**src/hdl/sjq_pkg.sv**
```systemverilog
// Shared types and constants for the spiral job queue.
// No dependencies; imported by every module of the block except sjq_ram.
`default_nettype none

package sjq_pkg;

   localparam int LIMIT_W = 9;
   localparam int COUNT_W = 9;
   localparam int OUT_COORD_W = 16;

   localparam logic OP_PUMP = 1'b0;
   localparam logic OP_TAKE = 1'b1;

   localparam logic [1:0] HEAD_PX = 2'd0;
   localparam logic [1:0] HEAD_PZ = 2'd1;
   localparam logic [1:0] HEAD_NX = 2'd2;
   localparam logic [1:0] HEAD_NZ = 2'd3;

   typedef struct packed {
      logic               operation;
      logic [LIMIT_W-1:0] push_limit;
   } req_type;

   typedef struct packed {
      logic [COUNT_W-1:0]            pushed_count;
      logic                          job_valid;
      logic signed [OUT_COORD_W-1:0] job_x;
      logic signed [OUT_COORD_W-1:0] job_z;
      logic [COUNT_W-1:0]            jobs_waiting;
      logic [OUT_COORD_W-1:0]        ring_latest;
      logic                          cursor_exhausted;
   } rsp_type;

   typedef struct packed {
      logic start_pump;
      logic start_take;
      logic push;
      logic pop;
      logic load;
   } cmd_type;

   typedef struct packed {
      logic can_push;
      logic queue_empty;
   } status_type;

endpackage

`default_nettype wire

```
**src/hdl/sjq_ctrl.sv**
```systemverilog
// Sequencer for pump and take items.
// Depends on sjq_pkg; drives the datapath through cmd_type.
`default_nettype none

module sjq_ctrl
   import sjq_pkg::*;
(
   input  wire logic       clock,
   input  wire logic       reset,
   input  wire logic       req_valid,
   input  wire logic       req_operation,
   output logic            req_stall,
   input  wire status_type status,
   input  wire logic       rsp_free,
   output cmd_type         cmd
);

   typedef enum logic [3:0] {
      ST_IDLE   = 4'b0001,
      ST_PUMP   = 4'b0010,
      ST_READ   = 4'b0100,
      ST_FINISH = 4'b1000
   } state_type;

   state_type state_ff, state_in;

   always_comb begin
      cmd       = '0;
      state_in  = state_ff;
      req_stall = (state_ff != ST_IDLE);
      unique case (state_ff)
         ST_IDLE: begin
            if (req_valid) begin
               if (req_operation == OP_TAKE) begin
                  cmd.start_take = 1'b1;
                  state_in       = status.queue_empty ? ST_FINISH : ST_READ;
               end else begin
                  cmd.start_pump = 1'b1;
                  state_in       = ST_PUMP;
               end
            end
         end
         ST_PUMP: begin
            if (status.can_push) begin
               cmd.push = 1'b1;
            end else begin
               state_in = ST_FINISH;
            end
         end
         ST_READ: begin
            cmd.pop  = 1'b1;
            state_in = ST_FINISH;
         end
         ST_FINISH: begin
            if (rsp_free) begin
               cmd.load = 1'b1;
               state_in = ST_IDLE;
            end
         end
         default: begin
            state_in = ST_IDLE;
         end
      endcase
   end

   always_ff @(posedge clock) begin
      if (reset) begin
         state_ff <= ST_IDLE;
      end else begin
         state_ff <= state_in;
      end
   end

endmodule

`default_nettype wire

```
**config.mk**
```make
export PLATFORM = sky130hd
export DESIGN_NAME = sjq_ctrl
export DESIGN_NICKNAME = d
export VERILOG_FILES = /design/src/hdl/sjq_pkg.sv /design/src/hdl/sjq_ctrl.sv
export SDC_FILE = /design/constraint.sdc
export NUM_CORES = 1
export LEC_CHECK = 0
export ABC_AREA = 1
export BUFFER_PORTS_ARGS = -buffer_cell sky130_fd_sc_hd__buf_2
export CAP_MARGIN = 40
export CORE_AREA = 10 10 47 49
export DETAILED_ROUTE_END_ITERATION = 10
export DIE_AREA = 0 0 57 59
export MAX_ROUTING_LAYER = met4
export PLACE_DENSITY = 0.48
export REMOVE_ABC_BUFFERS = 1
export SYNTH_ARGS = -nofsm -noshare
export SYNTH_HDL_FRONTEND = slang
export SYNTH_SLANG_ARGS = --single-unit
```
**constraint.sdc**
```tcl
create_clock -name clock -period 2.3 [get_ports clock]
set_input_delay 0.23 -clock clock [delete_from_list [all_inputs] [get_ports clock]]
set_output_delay 0.23 -clock clock [all_outputs]
set_load 0.02 [all_outputs]
```
Word level (Yosys, flattened, before mapping)
Cells that the tools add are included.
{ "totals": {"reg_bits": 4, "latch_bits": 0, "ramBits": 0, "mem_bits_ro": 0, "inputBits": 7, "out_inout_bits": 6, "memories": 0} }
{ "op_classes": {"addsub": 0, "mul": 0, "div": 0, "magnitude_cmp": 0, "n_eq_ne": 8, "shift": 0, "mux": 15, "bitwise": 0, "reduce_logical": 1} }
{ "ops": {"columns": ["operator", "count"], "rows": [
  ["two-way mux 4 bit", 5],
  ["one-hot mux 4 bit (4 select lines)", 1],
  ["two-way mux 1 bit", 7],
  ["!= test 2 bit (second input constant)", 3],
  ["== test 4 x 1 -> 1 bit (second input constant)", 1],
  ["== test 4 x 2 -> 1 bit (second input constant)", 1],
  ["== test 4 x 3 -> 1 bit (second input constant)", 1],
  ["== test 4 bit (second input constant)", 1],
  ["two-way mux 2 bit", 2],
  ["!= test 4 x 1 -> 1 bit (second input constant)", 1],
  ["AND reduction 3 bit", 1]
]} }

Longest topological paths before layout
Gate-level depths: netlist of the first run.
{ "depth": {"word_depth": 4, "depth_mapped": 7, "depth_no_buf": 7} }

Worst setup path after synthesis of the first run
No wires, ideal clock.
{ "synth_path": {"path_type": "register to output", "startpoint": "register state_ff[0]", "endpoint": "output cmd[3] in the netlist's numbering", "arrival_time_ps": 1124, "required_ps": 2070, "path_slack_ps": 946, "stages_incl_launch_ff": 5, "path_cell_list": "dfxtp_1 -> inv_1 -> nor2_2 -> nand2_2 -> nor3_1"} }
{ "synth_rtl": {"columns": ["element", "line_no", "text"], "rows": [
  ["start: declaration", "sjq_ctrl.sv:25", "state_type state_ff, state_in;"],
  ["start signal: assignment", "sjq_ctrl.sv:70", "state_ff <= state_in;"],
  ["end: declaration", "sjq_ctrl.sv:15", "output cmd_type cmd"]
]} }

==> summary.md, run 1 <==
| Metric | Value |
|---|---|
| Adder-Cell Fraction of Synth Area | 0% |
| Commonest cells after routing, fill and taps aside | 12 x buf_2, 9 x inv_1, 7 x nor2_1, 7 x nand2_1, 5 x nand3_1 |
| Mean area per synthesized cell | 6.45 sq um |
| Root buffer cell | clkbuf_4 |
| Total congestion overflow after global routing | 0 |
| Number of nets with antenna violations after routing | 0 |
| Number of remaining DRC errors | 0 |
| Number of instances resized during post-cts repair | 0 |
| Routed len/inst | 9.79 um |
| Quantity of I/O buffers inserted on ports | 12 |
| Register ranked first by flip-flop count | state_ff |
| Routability-driven placement congestion ratio | 0.773 |
| Worst hold stages | 2 |
| # hold bufs at CTS | 0 |
| Total wire length | 754 um |
| Global Route Usage Sum | 5.41% |
| # diodes | 0 |
| Startpoint of the most critical register-to-register path | state_ff[3]$_SDFFE_PP0P_ |
| Post-route cell area | 399 sq um |
| Top flop regs | state_ff (4) |
| Crit Path Class | reg2out |
| Commonest non-fill, non-tap cell in the layout | buf_2 |
| Floorplan core area | 1400 sq um |
| Die area | 3360 sq um |
| Inst Count DP | 74 |
| First drt pass iteration count | 4 |
| Fraction of final layout cells sized beyond drive strength 1 | 42.6% |
| Buffer levels on the longest clock path | 2 |
| Crit Path Max Fanout | 3 |
| Crit path to | cmd[4] |
| Number of different library cells in the post-synthesis netlist | 14 |
| Compound-gate portion of the synthesized area | 1.69% |
| Width of the die | 57 um |
| Required time at the worst-slack endpoint | 2.07 ns |
| Mean number of vias per cell | 4.09 |
| Nature of the critical path startpoint | register |
| Critical Path Sink Type | primary output |
| Total negative setup slack | 0 ns |
| Worst R2R End | state_ff[3]$_SDFFE_PP0P_ |
| Relative slew margins | 86.9% |
| First-pass GRT wire length | 1330 um |
| Unrepaired setup endpoints after global routing | no |
| Initial detailed-routing violation count | 11 |
| Crit path time final | 1.47 ns |
| Number of sinks driven by the clock tree | 4 |
| Main combinational cell family by area after synthesis | simple AND/OR/NAND/NOR gates |
| Share of the cycle needed by the critical path after routing | 63.7% |
| Path depth of the worst reg2reg path | 7 |
| Yosys Warn Count | 0 |
| Post-Synth XOR/XNOR Area | 0% |
| Start point of the critical path | state_ff[0]$_SDFFE_PP1P_ |
| Result of the run | complete, no violations |
| Sum of internal, switching and leakage power | 0.000325 W |
| Number of violations of the max-capacitance limit | 0 |
| Power density over cell area | 813 nW/um^2 |
| Worst clock skew | 0.000395 ns |
| Worst skew pair latency | 0.24 ns |
| Area of the mapped netlist | 297 sq um |
| Max IR drop VDD | 0.251 mV |
| Inserted Clock Buffers | 3 |
| DIE HEIGHT | 59 um |
| Largest net degree at the start of global routing | 6 |
| Initial antenna violation count | 0 |
| Number of endpoints failing setup at the final stage | 0 |
| Arrival time worst endpoint | 1.24 ns |
| Total cell area at the placement stage | 377 sq um |
| Hpwl dp | 638 um |
| Multiplexer fraction of the synthesized cell area | 0% |
| Count of boundary I/O pins | 13 |
| Starting utilization of the core area | 21.2% |
| Register-to-register setup slack | 1.25 ns |
| Count of standard-cell rows | 14 |
| Min-Delay Path Class | in2reg |
| Count of H-tree levels built during CTS | 1 |
| Post-synthesis instance total | 46 |
| Count of endpoints failing hold in the final timing report | 0 |
| Worst slack at placement | 1.09 ns |
| Sequential-to-total area share from yosys stat | 27.0% |
| Nets | 70 |
| Number of buffers inserted to repair setup after CTS | 0 |
| Post-route non-filler standard cell count | 77 |
| Number of global-route vias before repair | 325 |
| Tightest Pin Transition | 0.196 ns |
| Layout area overhead | 34.6% |
| Max FFs per register | 4 |
| Number of storage elements in the synthesis netlist | 4 |
| Worst path setup slack after routing | 0.834 ns |
| Count of vias placed by the detailed router | 315 |
| CTS tree | built |
| Static leakage power | 0.245 nW |
| Highest attainable clock frequency | 682 MHz |
| Number of pins with negative max-slew slack in the final report | 0 |
| Post-synthesis share of cell area spent on and, or, nand and nor gates | 57.4% |
| CTS clk-pin slew, worst paths | 0.03 ns |
metal layers:
metal / vias up / wire length (um) / GRT usage (%)
met2: 15 / 272 / 6.20
met3: 5 / 58 / 2.15
li1: 172 / - / -
met5: - / 0 / -
met4: 0 / 38 / 7.05
met1: 123 / 386 / 6.03
worst min-delay path by stage:
| stage | startpoint | to |
|---|---|---|
| CTS | reset | state_ff[2]$_SDFFE_PP0P_ |
| finish | reset | state_ff[2]$_SDFFE_PP0P_ |
| global route | reset | state_ff[2]$_SDFFE_PP0P_ |
| global placement | reset | state_ff[2]$_SDFFE_PP0P_ |
| floorplan | reset | state_ff[1]$_SDFFE_PP0P_ |
| detailed placement | reset | state_ff[2]$_SDFFE_PP0P_ |
power breakdown:
| part | total, W | switching, W | internal (W) |
|---|---|---|---|
| Clock | 0.0000866 | 0.0000283 | 0.0000583 |
| Combinational | 0.000146 | 0.0000963 | 0.0000492 |
| Sequential | 0.0000925 | 0.0000108 | 0.0000817 |
cell usage after synthesis:
cell type,n,area share (%)
a21oi_1,1,1.7
dfxtp_1,4,27
inv_1,9,11
inv_2,2,2.5
nand2_1,7,8.9
nand2_2,1,2.1
nand3_1,5,8.4
nand3_2,4,14
nand3b_1,1,2.5
nor2_1,7,8.9
nor2_2,2,4.2
nor2_4,1,3.8
nor3_1,1,1.7
nor3_2,1,3.4
cell type report:
class | count | area (sq um)
Fill cell | 164 | 1000
Multi-Input combinational cell | 31 | 175
Sequential cell | 4 | 80.1
Timing Repair Buffer | 12 | 60.1
Inverter | 11 | 41.3
Clock buffer | 3 | 22.5
Tap cell | 16 | 20.0
kinds of logic (layout without fill, tap and decap cells):
group | Yosys count | count (layout)
flops | 4 | 4
simple gates | 30 | 30
compound gates | 1 | 1
buf+inv | 11 | 26
metrics by stage:
stage / util [%] / hold WS (ns)
finish: 28.5 / 0.193
global route: 28.5 / 0.204
CTS: 28.5 / 0.188
detailed placement: 26.9 / 0.438
global placement: 26.9 / 0.440
floorplan: - / 0.299
worst max-delay path, cell delays in order, from the launching register on:
cell and delay, ns:
dfxtp_1 0.33, inv_1 0.05, nor2_2 0.16, nand2_2 0.10, inv_2 0.09, nand3_2 0.07, inv_1 0.05, buf_2 0.15
(Power assumes the default switching activity.)
==> inputs of run 2 (changes only) <==
--- a/config.mk
+++ b/config.mk
@@ -5,14 +5,14 @@
 export SDC_FILE = /design/constraint.sdc
 export NUM_CORES = 1
 export LEC_CHECK = 0
-export ABC_AREA = 1
+export ABC_AREA = 0
 export BUFFER_PORTS_ARGS = -buffer_cell sky130_fd_sc_hd__buf_2
 export CAP_MARGIN = 40
 export CORE_AREA = 10 10 47 49
 export DETAILED_ROUTE_END_ITERATION = 10
 export DIE_AREA = 0 0 57 59
 export MAX_ROUTING_LAYER = met4
-export PLACE_DENSITY = 0.48
+export PLACE_DENSITY = 0.44
 export REMOVE_ABC_BUFFERS = 1
 export SYNTH_ARGS = -nofsm -noshare
 export SYNTH_HDL_FRONTEND = slang
==> constraint.sdc (replaced) <==
create_clock -name clock -period 1.2 [get_ports clock]
set_input_delay 0.12 -clock clock [delete_from_list [all_inputs] [get_ports clock]]
set_output_delay 0.12 -clock clock [all_outputs]
set_load 0.02 [all_outputs]
==> summary.md, run 2 <==
| Metric | Value |
|---|---|
| Result of the run | finished, violations left (was complete, no violations) |
| Failing checks | negative setup slack |
| Relative slew margins | 79.9% (was 86.9%) |
| Initial detailed-routing violation count | 4 (was 11) |
| Share of the core filled with cells | 32.1% (was 28.5%) |
| Startpoint of the most critical register-to-register path | state_ff[1]$_SDFFE_PP0P_ (was state_ff[3]$_SDFFE_PP0P_) |
| Met3 WL post-DR | 54 um (was 58 um) |
| Count of endpoints failing hold in the final timing report | 0 (unchanged) |
| Most instantiated flip-flop cell in the synthesis netlist | dfxtp_1 (unchanged) |
| Sequential-to-total area share from yosys stat | 33.9% (was 27.0%) |
| Floorplan core area | 1400 sq um (unchanged) |
| First drt pass iteration count | 4 (unchanged) |
| Count of H-tree levels built during CTS | 1 (unchanged) |
| Quantity of I/O buffers inserted on ports | 12 (unchanged) |
| Number of remaining DRC errors | 0 (unchanged) |
| Yosys Warn Count | 0 (unchanged) |
| Hold path startpoint | status[0] (was reset) |
| Register ranked first by flip-flop count | state_ff (unchanged) |
| Leading area contributor after synthesis | dfxtp_1 (unchanged) |
| Largest net degree at the start of global routing | 6 (unchanged) |
| Number of storage elements in the synthesis netlist | 4 (unchanged) |
| Start point of the critical path | state_ff[1]$_SDFFE_PP0P_ (was state_ff[0]$_SDFFE_PP1P_) |
| Top cells by area in the synthesized netlist | dfxtp_1 34%, nor3b_1 9.5%, inv_1 7.9% (was dfxtp_1 27%, nand3_2 14%, inv_1 11%) |
| Worst slack at placement | -0.185 ns (was 1.09 ns) |
| Routed len/inst | 11.6 um (was 9.79 um) |
| Starting utilization of the core area | 16.9% (was 21.2%) |
| Crit path time final | 1.41 ns |
| Worst skew pair latency | 0.23 ns (was 0.24 ns) |
| Min-Delay Path Class | in2reg (unchanged) |
| Top flop regs | state_ff (4) (unchanged) |
| Number of filler cells placed in the layout | 161 (was 164) |
| Required time at the worst-slack endpoint | 1.08 ns (was 2.07 ns) |
| Mean number of vias per cell | 4.42 (was 4.09) |
| Arrival time worst endpoint | 1.29 ns (was 1.24 ns) |
| Worst clock skew | 0.00275 ns (was 0.000395 ns) |
| Number of sinks driven by the clock tree | 4 (unchanged) |
| Share of the cycle needed by the critical path after routing | 118% |
| Post-synthesis instance total | 28 (was 46) |
| Total congestion overflow after global routing | 0 (unchanged) |
| Layout area overhead | 89.9% (was 34.6%) |
| DIE HEIGHT | 59 um (unchanged) |
| Nets | 59 (was 70) |
| Count of standard-cell rows | 14 (unchanged) |
| Crit Path Max Fanout | 4 (was 3) |
| M1 WL | 321 um (was 386 um) |
| Crit Path Class | reg2out (unchanged) |
| Number of nets with antenna violations after routing | 0 (unchanged) |
| Most instantiated library cell after synthesis | inv_1 (unchanged) |
| Number of global-route vias before repair | 308 (was 325) |
| Hpwl dp | 625 um (was 638 um) |
| Fraction of synthesis flops using an asynchronous set or reset pin | 0% (unchanged) |
| Number of different library cells in the post-synthesis netlist | 18 (was 14) |
| Global Route Usage Sum | 4.80% (was 5.41%) |
| Fraction of final layout cells sized beyond drive strength 1 | 66.0% (was 42.6%) |
| Static leakage power | 0.222 nW (was 0.245 nW) |
| Inserted Clock Buffers | 3 (unchanged) |
| Number of endpoints failing setup at the final stage | 7 (was 0) |
| Unrepaired setup endpoints after global routing | yes (was no) |
| # diodes | 0 (unchanged) |
| Routability-driven placement congestion ratio | 0.752 (was 0.773) |
| Critical Path Sink Type | primary output (unchanged) |
| Count of boundary I/O pins | 13 (unchanged) |
| Max IR drop VDD | 0.758 mV (was 0.251 mV) |
| Nature of the critical path startpoint | register (unchanged) |
| Tightest Pin Transition | 0.298 ns (was 0.196 ns) |
| Number of enable-type register cells in the synthesized netlist | 0 (unchanged) |
| Max FFs per register | 4 (unchanged) |
| Top sig layer | met4 (unchanged) |
| Initial antenna violation count | 0 (unchanged) |
| CTS clk-pin slew, worst paths | 0.04 ns (was 0.03 ns) |
| Routed wire length on met2 | 374 um (was 272 um) |
| Count of vias placed by the detailed router | 292 (was 315) |
| Die area | 3360 sq um (unchanged) |
| Area occupied by multi-input gates | 155 sq um (was 175 sq um) |
| Commonest cells in the netlist | 5 x inv_1, 4 x dfxtp_1, 3 x nor3b_1 (was 9 x inv_1, 7 x nand2_1, 7 x nor2_1) |
| Power density over cell area | 1100 nW/um^2 (was 813 nW/um^2) |
| Number of violations of the max-capacitance limit | 0 (unchanged) |
| Total negative setup slack | -1.08 ns (was 0 ns) |
| Mean area per synthesized cell | 8.45 sq um (was 6.45 sq um) |
| Worst path setup slack after routing | -0.214 ns (was 0.834 ns) |
| Sequential cell area | 85.1 sq um (was 80.1 sq um) |
| Highest attainable clock frequency | 707 MHz |
| Root buffer cell | clkbuf_4 (unchanged) |
| Commonest cells after routing, fill and taps aside | 7 x buf_2, 7 x buf_4, 5 x buf_6 (was 12 x buf_2, 9 x inv_1, 7 x nor2_1, 7 x nand2_1, 5 x nand3_1) |
| Total wire length | 766 um (was 754 um) |
| Buffer levels on the longest clock path | 2 (unchanged) |
| CTS tree | built (unchanged) |
| Share of the synthesized area in the top cell type | 33.9% (was 27.0%) |
| Area of the mapped netlist | 236 sq um (was 297 sq um) |
| Width of the die | 57 um (unchanged) |
| First-pass GRT wire length | 1240 um (was 1330 um) |
| Number of pins with negative max-slew slack in the final report | 0 (unchanged) |
run 2: worst max-delay path, stage by stage (launching register included):
cell	delay, ns
dfxtp_4	0.35
nor4b_2	0.24
buf_4	0.17
and3_4	0.18
buf_6	0.11
run 2: final cells by class:
class                      instances  area share, %
multi-input combinational         18           34.5
timing repair buffer              19           32.0
sequential                         4           18.9
clock buffer                       3           5.01
inverter                           6           5.01
tap                               16           4.46
run 2: logic make-up after synthesis:
group,Yosys count,share of synthesized area [%]
buffers and inverters,6,9.52
AOI/OAI and AO/OA,6,16.9
DFF,4,33.9
and+or+nand+nor,12,39.7
run 2: final timing paths:
path	endpoint	cells after the start	slack, ns
setup / recovery	cmd[3]	4	-0.21
setup reg to reg	state_ff[0]$_SDFFE_PP1P_	2	-0.09
hold reg to reg	state_ff[3]$_SDFFE_PP0P_	2	0.60
hold / removal	state_ff[2]$_SDFFE_PP0P_	2	0.06
run 2: what timing repair did:
action | CTS | global route
pin swaps | 4 | 4
resized for setup | 19 | 1
hold endpoints to repair | 0 | 0
hold buffers | 0 | 0
buffers inserted | 2 | 0
setup endpoints to repair | 9 | 10
run 2: metrics by stage:
step | hold WS (ns) | std cells | total power, W | area [sq um]
floorplan | 0.189 | 28 | 0.000219 | 236
global placement | 0.307 | 61 | 0.000291 | 354
CTS | 0.0474 | 66 | 0.000502 | 445
detailed placement | 0.302 | 61 | 0.000289 | 354
global route | 0.0592 | 66 | 0.000523 | 449
finish | 0.0561 | 66 | 0.000495 | 449
run 2: where the power goes:
group / switching [W] / internal [W]
logic: 0.0000767 / 0.000100
registers: 0.00000854 / 0.000143
clock network: 0.0000547 / 0.000112
run 2: routing by layer:
metal | track usage (%) | up-vias
met3 | 2.58 | 2
met4 | 3.02 | 0
li1 | - | 149
met2 | 7.75 | 13
met5 | - | -
met1 | 4.39 | 128
